===== config.mk =====
export PLATFORM = sky130hd
export DESIGN_NAME = approximate_dna_pattern_matcher
export DESIGN_NICKNAME = d
export VERILOG_FILES = /design/src/hdl/adpm_pkg.sv /design/src/hdl/approximate_dna_pattern_matcher.sv /design/src/hdl/adpm_cell.sv
export SDC_FILE = /design/constraint.sdc
export NUM_CORES = 2
export LEC_CHECK = 0
export ABC_AREA = 1
export BUFFER_PORTS_ARGS = -buffer_cell sky130_fd_sc_hd__buf_2
export CAP_MARGIN = 20
export CORE_UTILIZATION = 35
export CTS_CLUSTER_SIZE = 14
export DETAILED_ROUTE_END_ITERATION = 8
export PLACE_DENSITY = 0.54
export SLEW_MARGIN = 20
export SYNTH_ARGS = -nofsm -noshare
export SYNTH_HDL_FRONTEND = slang
export SYNTH_SLANG_ARGS = --single-unit

===== constraint.sdc =====
create_clock -name clk -period 73.1 [get_ports clk]
set_input_delay 10.965 -clock clk [delete_from_list [all_inputs] [get_ports clk]]
set_output_delay 10.965 -clock clk [all_outputs]
set_load 0.03 [all_outputs]

===== src/hdl/adpm_pkg.sv =====
`timescale 1ns / 1ps

package adpm_pkg;

	// Defaults for the top-level parameters
	localparam int DEF_MAX_PATTERN_LEN = 32;
	localparam int DEF_MAX_ERRORS      = 3;
	localparam int DEF_PATTERN_SLOTS   = 4;

	// Fixed field widths
	localparam int SYM_W       = 2;
	localparam int PAT_W       = 64;
	localparam int PAT_SYMS    = PAT_W / SYM_W;
	localparam int LEN_FIELD_W = 6;
	localparam int LENS_W      = 24;
	localparam int LIMIT_W     = 2;
	localparam int MASK_W      = 4;
	localparam int REG_SLOTS   = 4;

	// Register file layout (8-byte stride)
	localparam int APB_DATA_W = 64;
	localparam int APB_ADDR_W = 6;
	localparam int REG_IDX_W  = 3;

	localparam logic [REG_IDX_W-1:0] REG_PATTERN_A   = 3'd0;
	localparam logic [REG_IDX_W-1:0] REG_PATTERN_B   = 3'd1;
	localparam logic [REG_IDX_W-1:0] REG_PATTERN_C   = 3'd2;
	localparam logic [REG_IDX_W-1:0] REG_PATTERN_D   = 3'd3;
	localparam logic [REG_IDX_W-1:0] REG_LENGTHS     = 3'd4;
	localparam logic [REG_IDX_W-1:0] REG_ERROR_LIMIT = 3'd5;

	// Control that travels with each word down the chain
	typedef struct packed {
		logic             vld;
		logic             start;
		logic [SYM_W-1:0] sym;
	} ctl_t;

endpackage


===== src/hdl/approximate_dna_pattern_matcher.sv =====
`timescale 1ns / 1ps

// Channel   Handshake                 Word
// -------   -----------------------   ----------------------------------
// in        in_valid / in_ready       symbol_code, start_of_text
// out       out_valid / out_ready     match_mask
// config    APB (psel, penable ...)   six registers at 8-byte stride
//
// One word enters per cycle while the chain advances; each result leaves from the last cell.
// The result passes the row chain: one cell per pattern row, each cell registered.
// Reset clears the stored column, the configuration registers and every stage valid.
// The whole chain holds while the result word at the end waits for out_ready;
// otherwise in_ready stays high.
module approximate_dna_pattern_matcher #(
	parameter int MAX_PATTERN_LEN = adpm_pkg::DEF_MAX_PATTERN_LEN,
	parameter int MAX_ERRORS      = adpm_pkg::DEF_MAX_ERRORS,
	parameter int PATTERN_SLOTS   = adpm_pkg::DEF_PATTERN_SLOTS
) (
	input  logic                            clk,
	input  logic                            arst_n,
	input  logic                            in_valid,
	output logic                            in_ready,
	input  logic [adpm_pkg::SYM_W-1:0]      symbol_code,
	input  logic                            start_of_text,
	output logic                            out_valid,
	input  logic                            out_ready,
	output logic [adpm_pkg::MASK_W-1:0]     match_mask,
	input  logic                            psel,
	input  logic                            penable,
	input  logic                            pwrite,
	input  logic [adpm_pkg::APB_ADDR_W-1:0] paddr,
	input  logic [adpm_pkg::APB_DATA_W-1:0] pwdata,
	output logic [adpm_pkg::APB_DATA_W-1:0] prdata,
	output logic                            pready
);
	import adpm_pkg::*;

	localparam int N     = MAX_PATTERN_LEN;
	localparam int LV    = MAX_ERRORS + 1;
	localparam int RW    = (N > 1) ? $clog2(N) : 1;
	localparam int LEN_X = LEN_FIELD_W + 1;

	// Configuration registers
	logic [REG_SLOTS-1:0][PAT_W-1:0] pat_q;
	logic [LENS_W-1:0]               lens_q;
	logic [LIMIT_W-1:0]              limit_q;
	logic [REG_IDX_W-1:0]            reg_idx;
	logic                            wr_en;

	// Per-slot end row of each pattern
	logic [PATTERN_SLOTS-1:0][RW-1:0] last_row;
	logic [PATTERN_SLOTS-1:0]         used;

	// Chain links: entry k feeds cell k
	ctl_t                             ctl   [N+1];
	logic [PATTERN_SLOTS-1:0][LV-1:0] cur   [N+1];
	logic [PATTERN_SLOTS-1:0][LV-1:0] prv   [N+1];
	logic [LV-1:0]                    mask  [N+1];

	logic adv;

	assign pready  = 1'b1;
	assign reg_idx = paddr[APB_ADDR_W-1 -: REG_IDX_W];
	assign wr_en   = psel && penable && pwrite;

	always_ff @(posedge clk or negedge arst_n) begin
		if (!arst_n) begin
			pat_q   <= '0;
			lens_q  <= '0;
			limit_q <= '0;
		end else if (wr_en) begin
			unique case (reg_idx)
				REG_PATTERN_A:   pat_q[0] <= pwdata;
				REG_PATTERN_B:   pat_q[1] <= pwdata;
				REG_PATTERN_C:   pat_q[2] <= pwdata;
				REG_PATTERN_D:   pat_q[3] <= pwdata;
				REG_LENGTHS:     lens_q   <= pwdata[LENS_W-1:0];
				REG_ERROR_LIMIT: limit_q  <= pwdata[LIMIT_W-1:0];
				default: ;
			endcase
		end
	end

	always_comb begin
		unique case (reg_idx)
			REG_PATTERN_A:   prdata = pat_q[0];
			REG_PATTERN_B:   prdata = pat_q[1];
			REG_PATTERN_C:   prdata = pat_q[2];
			REG_PATTERN_D:   prdata = pat_q[3];
			REG_LENGTHS:     prdata = APB_DATA_W'(lens_q);
			REG_ERROR_LIMIT: prdata = APB_DATA_W'(limit_q);
			default:         prdata = '0;
		endcase
	end

	// Saturate each length to the chain depth and turn it into the end row
	always_comb begin
		logic [LEN_X-1:0] len;
		for (int s = 0; s < PATTERN_SLOTS; s++) begin
			len     = LEN_X'(lens_q[LEN_FIELD_W*s +: LEN_FIELD_W]);
			used[s] = (len != '0);
			if (len > LEN_X'(N)) begin
				last_row[s] = RW'(N - 1);
			end else begin
				last_row[s] = RW'(len - LEN_X'(1));
			end
		end
	end

	// Advance the chain unless the result word at the end is blocked
	assign adv      = !ctl[N].vld || out_ready;
	assign in_ready = adv;

	assign ctl[0].vld   = in_valid;
	assign ctl[0].start = start_of_text;
	assign ctl[0].sym   = symbol_code;
	assign cur[0]       = '0;
	assign prv[0]       = '0;
	assign mask[0]      = '0;

	for (genvar k = 0; k < N; k++) begin : g_row
		adpm_cell #(
			.ROW          (k),
			.PATTERN_SLOTS(PATTERN_SLOTS),
			.LV           (LV),
			.RW           (RW)
		) u_cell (
			.clk     (clk),
			.arst_n  (arst_n),
			.adv     (adv),
			.pat     (pat_q),
			.last_row(last_row),
			.used    (used),
			.ctl_in  (ctl[k]),
			.cur_in  (cur[k]),
			.prv_in  (prv[k]),
			.mask_in (mask[k]),
			.ctl_s1  (ctl[k+1]),
			.cur_s1  (cur[k+1]),
			.prv_s1  (prv[k+1]),
			.mask_s1 (mask[k+1])
		);
	end

	assign out_valid = ctl[N].vld;

	// Drop distances above the error limit and above the stored levels
	for (genvar d = 0; d < MASK_W; d++) begin : g_mask
		if (d < LV) begin : g_lvl
			assign match_mask[d] = mask[N][d] && (LIMIT_W'(d) <= limit_q);
		end else begin : g_none
			assign match_mask[d] = 1'b0;
		end
	end

	// The chain only stalls for a waiting result
	a_ready_when_empty: assert property (@(posedge clk) disable iff (!arst_n)
		!out_valid |-> in_ready)
		else $error("input stalled with empty output");

	// A blocked result holds the whole chain
	a_stall_blocks_input: assert property (@(posedge clk) disable iff (!arst_n)
		out_valid && !out_ready |-> !in_ready)
		else $error("input taken while result blocked");

	// Exact-distance bits above the limit never show
	a_limit_zero: assert property (@(posedge clk) disable iff (!arst_n)
		out_valid && limit_q == 2'd0 |-> match_mask[3:1] == 3'b000)
		else $error("mask bit above error limit zero");

	a_limit_one: assert property (@(posedge clk) disable iff (!arst_n)
		out_valid && limit_q == 2'd1 |-> match_mask[3:2] == 2'b00)
		else $error("mask bit above error limit one");

endmodule


===== src/hdl/adpm_cell.sv =====
`timescale 1ns / 1ps

module adpm_cell #(
	parameter int ROW           = 0,
	parameter int PATTERN_SLOTS = adpm_pkg::DEF_PATTERN_SLOTS,
	parameter int LV            = adpm_pkg::DEF_MAX_ERRORS + 1,
	parameter int RW            = 5
) (
	input  logic                                          clk,
	input  logic                                          arst_n,
	input  logic                                          adv,
	input  logic [adpm_pkg::REG_SLOTS-1:0][adpm_pkg::PAT_W-1:0] pat,
	input  logic [PATTERN_SLOTS-1:0][RW-1:0]              last_row,
	input  logic [PATTERN_SLOTS-1:0]                      used,
	input  adpm_pkg::ctl_t                                ctl_in,
	input  logic [PATTERN_SLOTS-1:0][LV-1:0]              cur_in,
	input  logic [PATTERN_SLOTS-1:0][LV-1:0]              prv_in,
	input  logic [LV-1:0]                                 mask_in,
	output adpm_pkg::ctl_t                                ctl_s1,
	output logic [PATTERN_SLOTS-1:0][LV-1:0]              cur_s1,
	output logic [PATTERN_SLOTS-1:0][LV-1:0]              prv_s1,
	output logic [LV-1:0]                                 mask_s1
);
	import adpm_pkg::*;

	logic [PATTERN_SLOTS-1:0][LV-1:0] q_q;
	logic [PATTERN_SLOTS-1:0][LV-1:0] cur_nx;
	logic [PATTERN_SLOTS-1:0][LV-1:0] prv_nx;
	logic [PATTERN_SLOTS-1:0][LV-1:0] hit_bits;
	logic [PATTERN_SLOTS-1:0][SYM_W-1:0] psym;
	logic [LV-1:0] mask_nx;

	for (genvar s = 0; s < PATTERN_SLOTS; s++) begin : g_slot
		if (ROW < PAT_SYMS) begin : g_sym
			assign psym[s] = pat[s][SYM_W*ROW +: SYM_W];
		end else begin : g_zero
			assign psym[s] = '0;
		end
	end

	always_comb begin
		logic [LV-1:0] nm;
		logic [LV-1:0] q;
		for (int s = 0; s < PATTERN_SLOTS; s++) begin
			nm = (psym[s] == ctl_in.sym) ? '1 : '0;
			// stored column reads zero on start of text
			q = ctl_in.start ? '0 : q_q[s];
			prv_nx[s] = q;
			if (ROW == 0) begin
				cur_nx[s] = ~LV'(1) | LV'(nm[0]);
			end else begin
				cur_nx[s] = (prv_in[s] & nm)
					| LV'({(prv_in[s] & ~nm) | q | cur_in[s], 1'b0});
			end
			// exact-distance bits of this row, kept only at the end row of a used pattern
			if (used[s] && last_row[s] == RW'(ROW)) begin
				hit_bits[s] = cur_nx[s] & ~LV'({cur_nx[s], 1'b0});
			end else begin
				hit_bits[s] = '0;
			end
		end
	end

	always_comb begin
		mask_nx = mask_in;
		for (int s = 0; s < PATTERN_SLOTS; s++) begin
			mask_nx = mask_nx | hit_bits[s];
		end
	end

	always_ff @(posedge clk or negedge arst_n) begin
		if (!arst_n) begin
			q_q    <= '0;
			ctl_s1 <= '0;
		end else if (adv) begin
			ctl_s1 <= ctl_in;
			if (ctl_in.vld) begin
				q_q <= cur_nx;
			end
		end
	end

	always_ff @(posedge clk) begin
		if (adv) begin
			cur_s1  <= cur_nx;
			prv_s1  <= prv_nx;
			mask_s1 <= mask_nx;
		end
	end

endmodule


# ---- After elaboration in Yosys (flattened, before gate mapping)
# Cells that the tools add are included.
dict set report totals {
  mem_bits_rw 0
  mem_bits_ro 0
  reg_bits 1887
  memories 0
  wordCells 2472
  out_inout_bits 71
  latchBits 0
  input_bits 80
}
dict set report op_classes {
  n_shift 0
  div_mod_pow 0
  mul 0
  n_bitwise 1127
  eq_ne 257
  add_sub_neg 4
  n_mux 385
  reduce_logical 183
  order_cmp 8
}
# operator n
set op_table {}
lappend op_table {{two-way mux 4 bit} 372}
lappend op_table {{AND 4 bit} 252}
lappend op_table {{bitwise OR 4 bit} 251}
lappend op_table {{bitwise OR 3 bit} 248}
lappend op_table {{inverter 4 bit} 128}
lappend op_table {{case mux 64 bit (6 select lines)} 1}
lappend op_table {{AND 3 bit} 124}
lappend op_table {{inverter 3 bit} 124}
lappend op_table {{equality test 5 bit (second input constant)} 64}
lappend op_table {{equality test 2 bit} 128}
lappend op_table {{equality test 5 x 4 -> 1 bit (second input constant)} 32}
lappend op_table {{logical AND 1 bit} 134}
lappend op_table {{equality test 5 x 3 -> 1 bit (second input constant)} 16}
lappend op_table {{AND reduction 2 bit} 38}
lappend op_table {{equality test 5 x 2 -> 1 bit (second input constant)} 8}
lappend op_table {{> comparator 6 bit (second input constant)} 4}
lappend op_table {{nonzero test 6 bit} 4}
lappend op_table {{equality test 5 x 1 -> 1 bit (second input constant)} 4}
lappend op_table {{logical NOT 5 bit} 4}
lappend op_table {{two-way mux 5 bit} 4}
lappend op_table {{subtractor 5 x 1 -> 5 bit (second input constant)} 4}
lappend op_table {{two-way mux 3 bit} 4}
lappend op_table {{equality test 3 x 2 -> 1 bit (second input constant)} 2}
lappend op_table {{equality test 3 bit (second input constant)} 2}
lappend op_table {{7 further kinds} 12}

# ---- Logic depth before layout (Yosys ltp)
dict set report depth {
  depth_word 14
  mapped_depth 15
  ltp_nobuf 15
}

# ---- Hierarchy
# A second synthesis with hierarchy kept.
dict set report hier_totals {
  cells_unflattened 11027
  area_unflattened_um2 102689.7
}
# mod instances seq_area_each_um2 area_per_inst_um2 cells_per_inst
set modules_own_cells {}
lappend modules_own_cells {approximate_dna_pattern_matcher 1 7056.8 13920.9 1783}
lappend modules_own_cells {{adpm_cell (g_row[21].u_cell ...)} 4 1581.5 2861.5 303}
lappend modules_own_cells {{adpm_cell (g_row[10].u_cell ...)} 4 1581.5 2778.9 295}
lappend modules_own_cells {{adpm_cell (g_row[16].u_cell ...)} 3 1581.5 2869.0 287}
lappend modules_own_cells {{adpm_cell (g_row[13].u_cell ...)} 2 1581.5 2937.8 297}
lappend modules_own_cells {{adpm_cell (g_row[11].u_cell ...)} 2 1581.5 2865.2 289}
lappend modules_own_cells {{adpm_cell (g_row[1].u_cell ...)} 2 1581.5 2836.5 294}
lappend modules_own_cells {{adpm_cell (g_row[17].u_cell ...)} 2 1581.5 2816.5 290}
lappend modules_own_cells {{adpm_cell (g_row[29].u_cell ...)} 2 1581.5 2815.2 293}
lappend modules_own_cells {{adpm_cell (g_row[20].u_cell ...)} 2 1581.5 2796.4 286}
lappend modules_own_cells {{adpm_cell (g_row[23].u_cell ...)} 2 1581.5 2790.2 297}
lappend modules_own_cells {{adpm_cell (g_row[19].u_cell)} 1 1581.5 2817.7 289}
lappend modules_own_cells {{adpm_cell (g_row[12].u_cell)} 1 1581.5 2783.9 292}
lappend modules_own_cells {{adpm_cell (g_row[3].u_cell)} 1 1581.5 2775.2 292}
lappend modules_own_cells {{+4 rows} n/a n/a n/a n/a}

# ---- Least setup slack after synthesis
# OpenSTA, ideal clock, no wires.
dict set report synth_path {
  path_type {input to output}
  start {input port out_ready}
  end {output port in_ready}
  path_stages 5
  required_time_ps 62135
  t_arrival_ps 37755
  n_path_buf 3
  setup_slack_ps 24380
  path_cell_list {nor2_1 > buf_2 > inv_1 > clkbuf_1 > clkbuf_1}
}
dict set report synth_between {
  elab_chain_len 1
}
# item line_no
set synth_rtl {}
lappend synth_rtl {{start, declared} approximate_dna_pattern_matcher.sv:26} ;# input logic out_ready,
lappend synth_rtl {{logical OR 1 bit} approximate_dna_pattern_matcher.sv:111} ;# assign adv = !ctl[N].vld || out_ready;
lappend synth_rtl {{end, declared} approximate_dna_pattern_matcher.sv:22} ;# output logic in_ready,
# Every way passes these cells.

# ---- Worst setup path after layout
dict set report layout_path {
  start {input port paddr[5] (netlist name)}
  end {output port prdata[1] (netlist name)}
}
dict set report layout_between {
  elab_chain_len 2
  elab_cells_between_ends 7
  cone_classes {5 x eq/ne; 1 x mux; 1 x reduce/logical}
}
# item line_no
set layout_rtl {}
lappend layout_rtl {{start, declared} approximate_dna_pattern_matcher.sv:31} ;# input logic [adpm_pkg::APB_ADDR_W-1:0] paddr,
lappend layout_rtl {{equality test 3 bit (tied with other cells)} approximate_dna_pattern_matcher.sv:85} ;# unique case (reg_idx)
lappend layout_rtl {{case mux 64 bit (6 select lines) (*)} approximate_dna_pattern_matcher.sv:85}
lappend layout_rtl {{end, declared} approximate_dna_pattern_matcher.sv:33} ;# output logic [adpm_pkg::APB_DATA_W-1:0] prdata,
# Mark *: on every way between the ends. The rest lies on a longest branch, timed or not.

==> impl_table.tex <==
\begin{tabular}{lr}
\hline
Metric & Value \\
\hline
\multicolumn{2}{l}{\textbf{Run status}} \\
Status & finished, final reports clean \\
\multicolumn{2}{l}{\textbf{Routing}} \\
Post-route DRC & 0 \\
Total Routed Length & 269000 um \\
Iteration count of the initial detailed-routing pass & 6 \\
ANT nets after route & 0 \\
Vias per cell & 5.00 \\
Detailed-route wire length per cell & 20.3 um \\
Vias & 66300 \\
Iteration-0 DRC count of the detailed router & 6977 \\
\multicolumn{2}{l}{\textbf{Floorplan}} \\
Total Die Area & 247000 um\^{}2 \\
Num rows & 181 \\
Die span in y & 497 um \\
Die boundary width & 497 um \\
Top-level port count & 151 \\
Initial Utilization & 35.2\% \\
Standard cell core area & 243000 um\^{}2 \\
\multicolumn{2}{l}{\textbf{Yosys}} \\
Syn Std Cell Area & 85700 um\^{}2 \\
Post-Syn Nets & 9828 \\
Top cells by area in the synthesized netlist & edfxtp\_1 34\%, dfrtp\_1 26\%, nand2\_1 11\% \\
Ys Warns & 0 \\
Top cell type by total area after synthesis & edfxtp\_1 \\
Number of standard cells after synthesis & 9741 \\
Sequential-to-total area share from yosys stat & 59.7\% \\
Post-synthesis register bit count & 1854 \\
Synth cell types & 44 \\
Post-synth top area share & 33.6\% \\
Mapped Avg Cell Area & 8.80 um\^{}2 \\
\multicolumn{2}{l}{\textbf{Global route}} \\
Global-route wire length before repair & 401000 um \\
Pin count of the biggest net entering global routing & 183 \\
Grt ovf & 0 \\
Number of global-route vias before repair & 63500 \\
GR Util All Layers & 21.5\% \\
Antenna violations before repair & 17 \\
\multicolumn{2}{l}{\textbf{Clocking}} \\
Total clock buffers created by CTS & 205 \\
Clock tree from TritonCTS & done \\
Count of cells resized by post-cts repair & 0 \\
H-tree levels & 4 \\
Count of buffers added by post-CTS timing repair for setup & 0 \\
Master cell of the clock root buffer & clkbuf\_16 \\
Worst-Skew Late Latency & 0.85 ns \\
Clock tree buffer depth & 3 \\
Sinks on the clock net & 1854 \\
Hold-fix buffer count after cts & 0 \\
Clock-pin slew of the registers on the worst-case setup and hold paths & 0.06 ns \\
\multicolumn{2}{l}{\textbf{Worst setup path}} \\
Critical Path Source Type & primary input \\
Critical path origin & paddr[5] \\
Slowest library cell on the worst path & buf\_4 \\
Ordered cell list for the critical path & buf\_2 > inv\_1 > nand2\_2 > buf\_4 > clkinv\_2 > buf\_4 > nand2\_1 > o21ai\_0 > a221oi\_1 > nand3\_1 > buf\_2 \\
Reg2reg setup slack & 68.19 ns \\
Crit path arrival time & 14.12 ns \\
Buffers plus inverters on the worst setup path & 6 \\
Required time at the worst-slack endpoint & 62.14 ns \\
Crit Path Category & primary input to output pin \\
RR Startpoint & g\_row[31].u\_cell.ctl\_s1[3] \\
Crit path max-delay family & buffers and inverters \\
Largest stage delay on the critical path & 0.62 ns \\
Endpoint type of the worst setup path & output pin \\
Worst-path maximum fanout & 32 \\
\multicolumn{2}{l}{\textbf{Placed design}} \\
Count of input and output buffers & 146 \\
Routability cong. & 0.925 \\
Half-perimeter wire length after detailed placement & 196000 um \\
\multicolumn{2}{l}{\textbf{Power}} \\
Overall power after layout & 4.64 mW \\
IR Drop Worst-Case VDD & 0.0258 mV \\
Power density relative to cell area & 48.0 nW/um\^{}2 \\
Pleak & 44.0 nW \\
\multicolumn{2}{l}{\textbf{Hold path}} \\
Hold Crit Class & flop to flop \\
Worst Hold Launch & g\_row[0].u\_cell.q\_q[13] \\
\multicolumn{2}{l}{\textbf{STA}} \\
Worst clock skew on the final layout & 0.0455 ns \\
Pin slew with the least headroom to its limit & 1.19 ns \\
Slew HR & 20.4\% \\
Number of hold violations in the final report & 0 \\
Number of pins exceeding their max-slew limit in the final report & 0 \\
Setup repair after global routing missed its margin & false \\
Achievable frequency & 0.0399 GHz \\
Share of the clock period used by the worst path & 34.3\% \\
Min Clock Period, post-route & 25.09 ns \\
Total negative slack & 0 ns \\
Final setup viols & 0 \\
\multicolumn{2}{l}{\textbf{Finish}} \\
Final Net Count & 9939 \\
Area added between synthesis and finish & 12.7\% \\
Share of final-layout standard cells stronger than drive strength 1 & 6.20\% \\
\multicolumn{2}{l}{\textbf{Job}} \\
Max-cap violation count & 0 \\
\hline
\end{tabular}
-- sequential cells by signal, indices dropped and copies added (netlist names) --
| name | count |
|---|---|
| lens_q | 24 |
| g_row.u_cell.ctl_s1 | 125 |
| g_row.u_cell.cur_s1 | 360 |
| limit_q | 2 |
| pat_q | 256 |
| g_row.u_cell.mask_s1 | 125 |
| g_row.u_cell.q_q | 487 |
| g_row.u_cell.prv_s1 | 475 |
-- routing by layer --
layer / up-vias / share of wire (%) / GRT usage, %
li1: 31500 / - / -
met1: 32200 / 46 / 30.7
met2: 2134 / 44 / 32.7
met3: 406 / 7.0 / 3.91
met4: 10 / 3.3 / 7.55
met5: - / 0.027 / 0
-- worst min-delay path, stage by stage (launching register included) --
cell,delay [ns]
dfrtp_1,0.32
inv_1,0.05
nand2_1,0.05
-- synthesized netlist by cell type (all sizes together) --
master and n:
nor3 7, a21boi 23, a21oi 53, o21ai 864, a22oi 57, nand2 2427, or2 2, edfxtp 960
nand4 36, clkbuf 179, ha 7, o21bai 6, nand3 901, o2111ai 16, inv 1212, xor2 40
clkinv 3, o21a 1, a221oi 7, nor2 1621, o22ai 4, nand3b 43, o211ai 28, o221ai 3
conb 1, buf 140, xnor2 206, dfrtp 894
-- stage by stage --
stage	area [um^2]	instances	hold WS (ns)	util, %	worst slack (ns)
after detailed placement	89800	12800	0.438	36.9	48.12
after global routing	96600	13200	0.491	39.7	47.99
after global placement	89800	12800	0.438	36.9	48.10
final	96600	13200	0.451	39.7	48.01
after CTS	96600	13200	0.454	39.7	48.11
after floorplan	85700	9741	0.423	-	24.38
-- final cells by class --
type,instances,area (um^2)
inverters,1215,4570
repair buffers,223,1390
clock buffers,298,5920
clock inverters,92,857
flip-flops and latches,1854,51200
multi-input cells,6353,28700
diodes,10,25.0
fillers,24100,147000
well taps,3202,4010
-- cell families (layout without fill, tap and decap cells) --
logic type,Yosys count,in the layout,synth area share [%]
AND/OR/NAND/NOR,5037,5037,24.0
flip-flops,1854,1854,59.7
buffers and inverters,1534,1828,6.97
AO/OA/AOI/OAI,1062,1062,6.68
XOR/XNOR,246,246,2.51
adder cells (fa/ha/maj),7,7,0.102
other,1,11,0.00437
-- path summary, 6_finish.rpt --
kind,end,cells after the start
setup / recovery,prdata[1],11
hold / removal,g_row[0].u_cell.q_q[13],2
setup reg to reg,g_row[21].u_cell.cur_s1[0],8
hold reg to reg,g_row[0].u_cell.q_q[13],2
max in group asynchronous,pat_q[137],5
min in group asynchronous,pat_q[190],1
-- placed cells by master, fill, tap and decap left out, types with 13 or more instances in the layout --
master	netlist	layout
clkinv_1	3	31
xor2_1	40	40
o21ai_0	849	848
clkbuf_8	0	29
nand4_1	36	36
buf_4	5	71
xnor2_1	206	206
inv_1	1203	1202
clkbuf_16	0	212
edfxtp_1	960	960
o211ai_1	28	28
clkinv_2	0	39
nor2_2	23	29
o2111ai_1	16	16
nand3_1	897	897
nor2_4	12	14
nand2_4	9	13
dfrtp_1	894	894
o21ai_1	13	14
a22oi_1	57	57
clkbuf_1	176	57
a21boi_0	23	23
nand3b_1	43	43
buf_2	124	145
a21oi_1	49	49
nor2_1	1586	1578
nand2_1	2408	2402
-- power by group --
group	total (mW)	internal (mW)	leakage [nW]	switching [mW]
clock	1.04	0.604	3.33	0.436
combinational	1.65	0.469	19.0	1.18
sequential	1.95	1.67	21.6	0.280
total	4.64	2.74	44.0	1.90
Power figures use the tool's default switching activity.
